<file path="src/uv5_pkg.sv">
// ----------------------------------------------------------------------------
// UUID v5 package
// Shared constants and SHA-1 round helpers.
// ----------------------------------------------------------------------------
package uv5_pkg;
  localparam logic [31:0] H0 = 32'h67452301;
  localparam logic [31:0] H1 = 32'hefcdab89;
  localparam logic [31:0] H2 = 32'h98badcfe;
  localparam logic [31:0] H3 = 32'h10325476;
  localparam logic [31:0] H4 = 32'hc3d2e1f0;
  localparam logic [31:0] K0 = 32'h5a827999;
  localparam logic [31:0] K1 = 32'h6ed9eba1;
  localparam logic [31:0] K2 = 32'h8f1bbcdc;
  localparam logic [31:0] K3 = 32'hca62c1d6;

  localparam logic CfgNsHigh = 1'b0;
  localparam logic CfgNsLow  = 1'b1;

  function automatic logic [31:0] rotl(input logic [31:0] x, input int unsigned n);
    rotl = (x << n) | (x >> (32 - n));
  endfunction

  function automatic logic [31:0] f_fn(input logic [6:0] r, input logic [31:0] b,
                                       input logic [31:0] c, input logic [31:0] d);
    if (r < 7'd20) begin
      f_fn = (b & c) | (~b & d);
    end else if (r < 7'd40) begin
      f_fn = b ^ c ^ d;
    end else if (r < 7'd60) begin
      f_fn = (b & c) | (b & d) | (c & d);
    end else begin
      f_fn = b ^ c ^ d;
    end
  endfunction

  function automatic logic [31:0] k_fn(input logic [6:0] r);
    if (r < 7'd20) begin
      k_fn = K0;
    end else if (r < 7'd40) begin
      k_fn = K1;
    end else if (r < 7'd60) begin
      k_fn = K2;
    end else begin
      k_fn = K3;
    end
  endfunction
endpackage

</file>
<file path="src/uv5_core.sv">
// ----------------------------------------------------------------------------
// UUID v5 SHA-1 compression core
// Runs 80 rounds over the 16-word schedule memory, one round per cycle.
// ----------------------------------------------------------------------------
module uv5_core (
  input  logic         clk_i,
  input  logic         rst_ni,
  input  logic         start_i,
  input  logic         init_i,
  input  logic         wr_en_i,
  input  logic [3:0]   wr_addr_i,
  input  logic [31:0]  wr_data_i,
  output logic         done_o,
  output logic [159:0] chain_o
);
  import uv5_pkg::*;

  logic [31:0] w_mem [16];
  logic [31:0] rd_q;
  logic [3:0]  rd_addr;
  logic [6:0]  rnd_q, rnd_d;
  logic        busy_q, busy_d, done_q, done_d;
  logic [31:0] a_q, b_q, c_q, d_q, e_q;
  logic [31:0] h_q [5];
  logic [31:0] wi, t;

  // Round r needs w[r]. The first 16 words come from the memory; later words
  // are computed from a shift window of the last 16 words kept in flip-flops.
  logic [31:0] win_q [16];

  assign rd_addr = busy_q ? (rnd_q[3:0] + 4'd1) : 4'd0;

  always_comb begin
    wi = (rnd_q < 7'd16) ? rd_q
       : rotl(win_q[13] ^ win_q[8] ^ win_q[2] ^ win_q[0], 1);
    t = rotl(a_q, 5) + f_fn(rnd_q, b_q, c_q, d_q) + e_q + k_fn(rnd_q) + wi;
    rnd_d = rnd_q;
    busy_d = busy_q;
    done_d = 1'b0;
    if (start_i && !busy_q) begin
      busy_d = 1'b1;
      rnd_d = '0;
    end else if (busy_q) begin
      if (rnd_q == 7'd79) begin
        busy_d = 1'b0;
        done_d = 1'b1;
      end
      rnd_d = rnd_q + 7'd1;
    end
  end

  always_ff @(posedge clk_i) begin
    if (wr_en_i && !busy_q) begin
      w_mem[wr_addr_i] <= wr_data_i;
    end
    rd_q <= w_mem[rd_addr];
  end

  always_ff @(posedge clk_i) begin
    if (start_i && !busy_q) begin
      a_q <= h_q[0]; b_q <= h_q[1]; c_q <= h_q[2]; d_q <= h_q[3]; e_q <= h_q[4];
    end else if (busy_q) begin
      e_q <= d_q; d_q <= c_q; c_q <= rotl(b_q, 30); b_q <= a_q; a_q <= t;
      for (int i = 0; i < 15; i++) begin
        win_q[i] <= win_q[i+1];
      end
      win_q[15] <= wi;
    end
  end

  always_ff @(posedge clk_i or negedge rst_ni) begin
    if (!rst_ni) begin
      rnd_q <= '0;
      busy_q <= 1'b0;
      done_q <= 1'b0;
      h_q[0] <= H0; h_q[1] <= H1; h_q[2] <= H2; h_q[3] <= H3; h_q[4] <= H4;
    end else begin
      rnd_q <= rnd_d;
      busy_q <= busy_d;
      done_q <= done_d;
      if (init_i) begin
        h_q[0] <= H0; h_q[1] <= H1; h_q[2] <= H2; h_q[3] <= H3; h_q[4] <= H4;
      end else if (done_d) begin
        h_q[0] <= h_q[0] + t;
        h_q[1] <= h_q[1] + a_q;
        h_q[2] <= h_q[2] + rotl(b_q, 30);
        h_q[3] <= h_q[3] + c_q;
        h_q[4] <= h_q[4] + d_q;
      end
    end
  end

  assign done_o = done_q;
  assign chain_o = {h_q[0], h_q[1], h_q[2], h_q[3], h_q[4]};
endmodule

</file>
<file path="src/uuid_v5_sha1_generator_top.sv">
// ----------------------------------------------------------------------------
// UUID v5 generator top level
// Streams namespace and name bytes into SHA-1 and emits a version 5 UUID.
// ----------------------------------------------------------------------------
// Usage: write namespace_high (index 0) and namespace_low (index 1) on the
// configuration channel; cfg_ready_o is high only while the block is idle.
// Name bytes arrive one item per handshake on the input channel (valid_i,
// stall_o); an item with last_i closes the name, and byte_present_i low
// carries no byte. An item is taken in an idle cycle, then stall_o is high
// for one cycle while its byte is written, so the block takes no new item
// before that byte is written. The first item of a message first writes the
// 16 namespace bytes. A byte that fills a 64-byte block launches the core,
// which runs 80 rounds and then folds the result into the chain value. A
// closing item writes padding one byte per cycle up to byte 55, two length
// words, and runs the compression (twice when the padding spills into a new
// block), after which the UUID is held on out_valid_o until out_stall_i is
// low, and no new item is taken meanwhile. Reset restores the SHA-1 initial
// values, clears the namespace and leaves no message open.
module uuid_v5_sha1_generator_top (
  input  logic        clk_i,
  input  logic        rst_ni,
  input  logic        cfg_valid_i,
  output logic        cfg_ready_o,
  input  logic [0:0]  cfg_index_i,
  input  logic [63:0] cfg_data_i,
  input  logic        valid_i,
  output logic        stall_o,
  input  logic [7:0]  name_byte_i,
  input  logic        byte_present_i,
  input  logic        last_i,
  output logic        out_valid_o,
  input  logic        out_stall_i,
  output logic [63:0] uuid_high_o,
  output logic [63:0] uuid_low_o
);
  import uv5_pkg::*;

  localparam logic [2:0] StIdle = 3'd0;
  localparam logic [2:0] StNs   = 3'd1;
  localparam logic [2:0] StByte = 3'd2;
  localparam logic [2:0] StPad  = 3'd3;
  localparam logic [2:0] StLen  = 3'd4;
  localparam logic [2:0] StComp = 3'd5;
  localparam logic [2:0] StOut  = 3'd6;

  logic [2:0]   st_q, ret_q;
  logic [63:0]  nsh_q, nsl_q;
  logic [63:0]  cnt_q;
  logic         open_q, lastp_q, bytep_q, first_q, lenw_q, go_q;
  logic [7:0]   byte_q;
  logic [3:0]   nsi_q;
  logic [5:0]   ppos_q;
  logic [31:0]  word_q;
  logic         wr_en, start, init, core_done;
  logic [3:0]   wr_addr;
  logic [31:0]  wr_data, wr_word;
  logic [5:0]   pos;
  logic [63:0]  ns_sel;
  logic [2:0]   ns_sh;
  logic [7:0]   cur_byte;
  logic [159:0] chain;
  logic [63:0]  hi, lo;

  assign cfg_ready_o = (st_q == StIdle);
  assign stall_o = (st_q != StIdle);
  assign init = (st_q == StIdle) && valid_i && !open_q;
  assign start = (st_q == StComp) && !go_q;

  uv5_core u_core (
    .clk_i, .rst_ni, .start_i(start), .init_i(init), .wr_en_i(wr_en),
    .wr_addr_i(wr_addr), .wr_data_i(wr_data), .done_o(core_done), .chain_o(chain)
  );

  always_comb begin
    ns_sel = nsi_q[3] ? nsl_q : nsh_q;
    ns_sh = 3'd7 - nsi_q[2:0];
    pos = (st_q == StPad) ? ppos_q : cnt_q[8:3];
    cur_byte = byte_q;
    if (st_q == StNs) begin
      cur_byte = ns_sel[{ns_sh, 3'b000} +: 8];
    end else if (st_q == StPad) begin
      cur_byte = first_q ? 8'h80 : 8'h00;
    end
    case (pos[1:0])
      2'd0: wr_word = {cur_byte, 24'd0};
      2'd1: wr_word = {word_q[31:24], cur_byte, 16'd0};
      2'd2: wr_word = {word_q[31:16], cur_byte, 8'd0};
      default: wr_word = {word_q[31:8], cur_byte};
    endcase
    wr_en = (st_q == StNs) || (st_q == StPad) || (st_q == StLen)
         || ((st_q == StByte) && bytep_q);
    wr_addr = pos[5:2];
    wr_data = wr_word;
    if (st_q == StLen) begin
      wr_addr = lenw_q ? 4'd15 : 4'd14;
      wr_data = lenw_q ? cnt_q[31:0] : cnt_q[63:32];
    end
    hi = {chain[159:112], 4'h5, chain[107:96]};
    lo = {2'b10, chain[93:32]};
  end

  always_ff @(posedge clk_i or negedge rst_ni) begin
    if (!rst_ni) begin
      st_q <= StIdle;
      ret_q <= StIdle;
      nsh_q <= '0;
      nsl_q <= '0;
      cnt_q <= '0;
      open_q <= 1'b0;
      lastp_q <= 1'b0;
      bytep_q <= 1'b0;
      first_q <= 1'b0;
      lenw_q <= 1'b0;
      go_q <= 1'b0;
      byte_q <= '0;
      nsi_q <= '0;
      ppos_q <= '0;
      word_q <= '0;
      out_valid_o <= 1'b0;
      uuid_high_o <= '0;
      uuid_low_o <= '0;
    end else begin
      go_q <= (st_q == StComp);
      if (cfg_valid_i && cfg_ready_o) begin
        unique case (cfg_index_i)
          CfgNsHigh: nsh_q <= cfg_data_i;
          CfgNsLow:  nsl_q <= cfg_data_i;
        endcase
      end
      if (wr_en) word_q <= wr_data;
      unique case (st_q)
        StIdle: begin
          if (valid_i) begin
            byte_q <= name_byte_i;
            bytep_q <= byte_present_i;
            lastp_q <= last_i;
            if (!open_q) begin
              cnt_q <= '0;
              nsi_q <= '0;
              st_q <= StNs;
              open_q <= 1'b1;
            end else begin
              st_q <= StByte;
            end
          end
        end
        StNs: begin
          cnt_q <= cnt_q + 64'd8;
          nsi_q <= nsi_q + 4'd1;
          if (nsi_q == 4'd15) st_q <= StByte;
        end
        StByte: begin
          ppos_q <= bytep_q ? pos + 6'd1 : pos;
          first_q <= 1'b1;
          if (bytep_q) cnt_q <= cnt_q + 64'd8;
          if (bytep_q && pos == 6'd63) begin
            st_q <= StComp;
            ret_q <= lastp_q ? StPad : StIdle;
          end else if (lastp_q) begin
            st_q <= StPad;
          end else begin
            st_q <= StIdle;
          end
        end
        StPad: begin
          first_q <= 1'b0;
          ppos_q <= ppos_q + 6'd1;
          if (ppos_q == 6'd63) begin
            st_q <= StComp;
            ret_q <= StPad;
          end else if (ppos_q == 6'd55) begin
            st_q <= StLen;
            lenw_q <= 1'b0;
          end
        end
        StLen: begin
          lenw_q <= 1'b1;
          if (lenw_q) begin
            st_q <= StComp;
            ret_q <= StOut;
          end
        end
        StComp: begin
          if (core_done) begin
            st_q <= ret_q;
            if (ret_q == StOut) begin
              out_valid_o <= 1'b1;
              uuid_high_o <= hi;
              uuid_low_o <= lo;
            end
          end
        end
        StOut: begin
          if (!out_stall_i) begin
            out_valid_o <= 1'b0;
            open_q <= 1'b0;
            st_q <= StIdle;
          end
        end
        default: st_q <= StIdle;
      endcase
    end
  end
endmodule

</file>
<file path="config.mk">
export PLATFORM = sky130hd
export DESIGN_NAME = uuid_v5_sha1_generator_top
export DESIGN_NICKNAME = d
export VERILOG_FILES = /design/src/uv5_pkg.sv /design/src/uv5_core.sv /design/src/uuid_v5_sha1_generator_top.sv
export SDC_FILE = /design/constraint.sdc
export NUM_CORES = 2
export LEC_CHECK = 0
export ABC_AREA = 1
export BUFFER_PORTS_ARGS = -buffer_cell sky130_fd_sc_hd__buf_2
export CAP_MARGIN = 25
export CORE_MARGIN = 5
export CORE_UTILIZATION = 56
export CTS_BUF_LIST = sky130_fd_sc_hd__clkbuf_16
export DETAILED_ROUTE_END_ITERATION = 16
export PLACE_DENSITY_LB_ADDON = 0.25
export SLEW_MARGIN = 0
export SYNTH_ARGS = -nofsm -noshare
export SYNTH_HDL_FRONTEND = slang
export SYNTH_SLANG_ARGS = --single-unit
</file>
<file path="constraint.sdc">
create_clock -name clk_i -period 15 [get_ports clk_i]
set_input_delay 1.5 -clock clk_i [delete_from_list [all_inputs] [get_ports clk_i]]
set_output_delay 1.5 -clock clk_i [all_outputs]
set_load 0.1 [all_outputs]
</file>
# == Word-level counts from Yosys, hierarchy flattened ==
# Memory sizes are Yosys's and may differ from the RTL's. A register that Yosys moved wholly into a read port is not among the register bits.
# Index checks and enable logic that the tools add are counted.
# classes
eq_ne,27
n_addsub,16
order_cmp,4
n_mux,77
n_bitwise,17
shifts,1
n_reduce_logical,37
# ops
operator,n
32-bit two-way mux,18
160-bit two-way mux,2
32-bit adder,9
64-bit two-way mux,4
64-bit case mux with 3 select lines,1
32-bit bitwise XOR,5
32-bit AND,4
32-bit bitwise OR,3
32-bit case mux with 3 select lines,1
64-bit by 4-bit adder with 64-bit output (second input constant),1
64-bit by 7-bit variable part select with 8-bit output,1
3-bit two-way mux,11
32-bit inverter,1
32-bit by 1-bit bitwise OR with 32-bit output,1
32-bit by 30-bit bitwise OR with 32-bit output,1
32-bit by 5-bit bitwise OR with 32-bit output,1
31-bit two-way mux,1
8-bit two-way mux,3
3-bit case mux with 7 select lines,1
6-bit equality test (second input constant),3
1-bit two-way mux,18
4-bit two-way mux,4
7-bit by 5-bit < comparator with 1-bit output (second input constant),2
7-bit by 6-bit < comparator with 1-bit output (second input constant),2
33 further kinds,81
# totals
mem_count,2
ff_bits,709
ramBits,1024
out_inout_bits,131
in_bits,80
# memory_table
name,words,width,rd,rd_clocked_by_memory_dff,write_ports,line_no,source
u_core.w_mem,16,32,1,1,1,uv5_core.sv:18,logic [31:0] w_mem [16];
u_core.win_q,16,32,16,0,16,uv5_core.sv:29,logic [31:0] win_q [16];

# == Logic depth before layout (Yosys ltp) ==
# logic_depth
ltp_word,13
mapped_depth,41

# == Cells and area by module ==
# A second synthesis with hierarchy kept.
# unflattened
cells_unflattened,8181
hier_area_um2,84021.8
# by_module_without_submodules
module,n_inst,cells_each,area_per_inst_um2,seq_area_each_um2
uv5_core,1,5879,65125.0,40523.9
uuid_v5_sha1_generator_top,1,2302,18896.9,9183.8

# == Worst setup path before layout ==
# Ideal clock, no wire load.
# synth_path
kind,register -> register
startpoint,register u_core.busy_q
endpoint,memory u_core.win_q[0][0] (enable)
setup_slack_ns,-0.380
setup_time_ns,1.066
required_time_ns,13.934
arrival_time_ns,14.314
path_buffers,2
synth_period_minus_slack_ns,15.380
stages_incl_launch_ff,3
path_cell_list,dfrtp_1 -> buf_2 -> clkbuf_1
# synth_rtl
element,line_no,source
"start, declared",uv5_core.sv:22,"logic busy_q, busy_d, done_q, done_d;"
"start signal, assigned",uv5_core.sv:79,busy_q <= busy_d;
"end, declared",uv5_core.sv:29,

# == Worst setup path after layout ==
# layout_path
startpoint,register u_core.rnd_q[4]
endpoint,"register u_core.h_q, in the netlist u_core.chain_o[156]"
# layout_via
elab_chain_cells,11
# layout_rtl
element,line_no,source
"start, declared",uv5_core.sv:21,"logic [6:0] rnd_q, rnd_d;"
"start signal, assigned",uv5_core.sv:78,rnd_q <= rnd_d;
7-bit by 6-bit < comparator with 1-bit output,"uv5_pkg.sv:29, uv5_pkg.sv:41",
32-bit two-way mux,uv5_pkg.sv:29,end else if (r < 7'd60) begin
32-bit two-way mux,uv5_pkg.sv:27,end else if (r < 7'd40) begin
32-bit two-way mux,uv5_pkg.sv:25,if (r < 7'd20) begin
32-bit adder (4 in series),uv5_core.sv:36,"t = rotl(a_q, 5) + f_fn(rnd_q, b_q, c_q, d_q) + e_q + k_fn(rnd_q) + wi;"
32-bit adder,uv5_core.sv:84,h_q[0] <= h_q[0] + t;
160-bit two-way mux,uv5_core.sv:83,end else if (done_d) begin
160-bit two-way mux,uv5_core.sv:81,if (init_i) begin
"end, declared",uv5_core.sv:24,logic [31:0] h_q [5];
# Parallel ways exist; a longest one is shown, timed or not. The select of a mux whose other input is x is not followed.
# A chain may end at the register's enable or synchronous reset.

==> run_results.csv <==
group,metric,value,unit
outcome,outcome,"finished, final reports clean",
critical_path,required,15630,ps
synthesis,synth_mux_area_share,0.326,%
cts,cts_buffers,179,
synthesis,synth-edff-count,1184,
critical_path,cp_num_cells,31,
sta,finalClockSkew,59.2,ps
cts,clk_pin_slew,70,ps
sta,period_share,51.8,%
worst_hold_path,hold_depth,0,
route,drt_iter0_drc,6724,
synthesis,synthDistinctLibCells,66,
layout,area_growth_syn_to_layout,11.2,%
cts,cts_tree,"done",
floorplanning,die-area,154000,um2
placed_design,dpl_worst_slack,7460,ps
route,drtAntennaViolNets,0,
synthesis,synth-adder-area-share,6.54,%
critical_path,rrSetupSlack,7230,ps
synthesis,synthArstFlopShare,30.6,%
synthesis,avgSynthCellArea,10.5,um2
worst_hold_path,min_from,"u_core.win_q[1][252]",
sta,final_max_slew_viol_count,0,
global_routing,antenna_found_initial,4,
floorplanning,die_w,393,um
synthesis,synth_area,82100,um2
global_routing,grt_pass1_wl,355,mm
sta,worst_pin_slew,1110,ps
floorplanning,initial_core_util,56.4,%
critical_path,r2r-end,"u_core.chain_o[156]",
layout,drive_above_1_share,9.30,%
placed_design,place_inst,9760,
critical_path,crit_path_frequent_cell,"nand2_1",
cts,cts.sinks,1752,
synthesis,yosysWarningCount,0,
critical_path,cp-endpoint,"u_core.chain_o[156]",
floorplanning,pin_count,211,
cts,cts_max_level,4,
placed_design,placed_cell_area,85400,um2
critical_path,startpoint_type,"flop",
layout,nFillCells,11700,
placed_design,place_congestion,0.968,
synthesis,yosysTopAreaCellShare,43.3,%
floorplanning,core,146000,um2
critical_path,timing.rr.start,"u_core.rnd_q[4]",
flow_run,drv_cap,0,
global_routing,grt.total_usage,30.6,%
synthesis,synth_top_area_cell,"edfxtp_1",
cts,cts_buffer_depth,3,
cts,cts-root-buf,"clkbuf_16",
critical_path,startpoint,"u_core.rnd_q[4]",
layout,fin_area,91300,um2
route,viasPerCell,5.90,
synthesis,synth_compound_area_share,12.2,%
placed_design,port_buffers,207,
sta,min_period,7770,ps
sta,rsz0062_at_grt,"false",
route,routed_wl,238,mm
synthesis,synthTopCellsByArea,"edfxtp_1, dfrtp_1, nand2_1",
synthesis,synth_top_family_by_area,"simple AND/OR/NAND/NOR gates",
cts,cts_resized,0,
critical_path,crit_family,"adder cells",
floorplanning,die-height,393,um
synthesis,synth_xor_area_share,1.97,%
route,firstDrtPassIters,6,
cts,postCtsSetupRepairBufs,0,
route,post_drt_wl_per_cell,23.6,um
global_routing,grt_max_degree,200,
synthesis,synth.most_common_cell,"nand2_1",
global_routing,grt_pass1_vias,57200,
sta,tns,0,ps
critical_path,slowest_delay,520,ps
synthesis,synth-simple-area-share,13.2,%
worst_hold_path,min-delay-path-class,"flop to flop",
critical_path,cp_data_arrival_time,8410,ps
critical_path,critPathKind,"flop to flop",
synthesis,ys_ff_latch,1752,
synthesis,synth_common_cells,"nand2_1, edfxtp_1, nor2_1",
synthesis,dominantRegCellSynth,"edfxtp_1",
layout,fin_nets,8465,
sta,relSlewSlack,26.0,%
floorplanning,std_cell_rows,140,
sta,finalHoldViolCount,0,
critical_path,crit_slowest_cell,"fa_1",
critical_path,ff2ff_path_depth,31,
cts,postCtsHoldBufs,0,
cts,worstSkewPairLatency,850,ps
route,dr_total_vias,59600,
synthesis,syn-instance-count,7836,
placed_design,post-dp-hpwl,163,mm
sta,fmax,129,MHz
route,drc,0,
sta,setup_violations,0,
global_routing,grt_overflow,0,
sta,finalWorstSetupSlack,7230,ps
layout,final_cells,10100,
synthesis,ys_seq_area_share,60.5,%
critical_path,cp_num_buf_inv,5,
critical_path,worstPathMaxFanout,36,
critical_path,cp-end-kind,"flop",
[worst min path at each step]
| stage | to |
|---|---|
| final | u_core.win_q[1][220] |
| after global placement | u_core.win_q[0][213] |
| after CTS | u_core.win_q[1][220] |
| after global routing | u_core.win_q[1][100] |
| after detailed placement | u_core.win_q[0][108] |
| after floorplan | u_core.win_q[0][0] |
[sequential cells by signal, summed over array words and instances, names as in the netlist, 61 cells and up]
register        count
u_core.win_q      512
nsh_q              64
uuid_high_o        61
uuid_low_o         62
nsl_q              64
cnt_q              61
u_core.chain_o    160
u_core.w_mem      512
[placed cells by master, fill, tap and decap left out, types with 27 or more instances in the layout]
master | Yosys | layout
clkinv_2 | 1 | 39
nor3_1 | 85 | 83
dfxtp_1 | 32 | 32
xnor2_1 | 121 | 121
o211ai_1 | 48 | 48
nand2_1 | 1274 | 1271
xor2_1 | 64 | 64
nor2_1 | 906 | 889
buf_4 | 5 | 89
nand3_1 | 248 | 246
o311ai_0 | 125 | 125
a21oi_1 | 369 | 369
dfrtp_1 | 456 | 454
nand4_1 | 46 | 46
ha_1 | 231 | 231
buf_2 | 50 | 208
nor4_1 | 32 | 32
edfxtp_1 | 1184 | 1184
a21boi_0 | 29 | 27
o21a_1 | 38 | 38
dfstp_2 | 80 | 80
fa_1 | 124 | 124
o22ai_1 | 100 | 100
clkbuf_16 | 0 | 181
o21ai_0 | 883 | 883
clkinv_1 | 4 | 32
a21o_1 | 34 | 34
inv_1 | 821 | 859
[worst reg2reg max path, delay by kind of cell (launching register included)]
kind,cells,cell delay [ps]
adders and majority gates,5,2250
DFF,1,450
and+or+nand+nor,12,1890
AOI/OAI and AO/OA,8,1780
xor gates and xnor gates,1,270
buffers and inverters,5,950
[per-layer routing]
metal / vias to the layer above / wire length (um) / global-route usage [%]
met5: - / 7 / 0
met4: 2 / 9040 / 10.7
met3: 434 / 21900 / 5.75
met2: 2699 / 104000 / 45.4
met1: 29100 / 103000 / 45.8
li1: 27400 / - / -
[metrics by stage]
stage                     hold slack (ps)  utilization (%)
final                                 385             62.7
after detailed placement              405             58.6
after global placement                400             58.5
after CTS                             396             62.6
after global routing                  408             62.7
after floorplan                       400                -
[logic make-up after synthesis]
kind of cell / after synthesis
flops: 1752
xor+xnor: 185
compound gates: 1743
mux: 24
simple gates: 2643
buf+inv: 1133
other cells: 1
fa+ha+maj: 355
[area by class of cell]
class	count	area [um2]	share of cell area, %
inverter	832	3140	3.44
clock inverter	152	1270	1.39
timing repair buffer	312	2020	2.21
multi-input combinational	4953	28300	30.9
antenna	1	2.50	0.00274
sequential	1752	49700	54.4
tap	1917	2400	2.63
clock buffer	181	4530	4.96
Power is not shown: default switching activity piles up to over one toggle a cycle in this logic, so the estimate is an artifact.
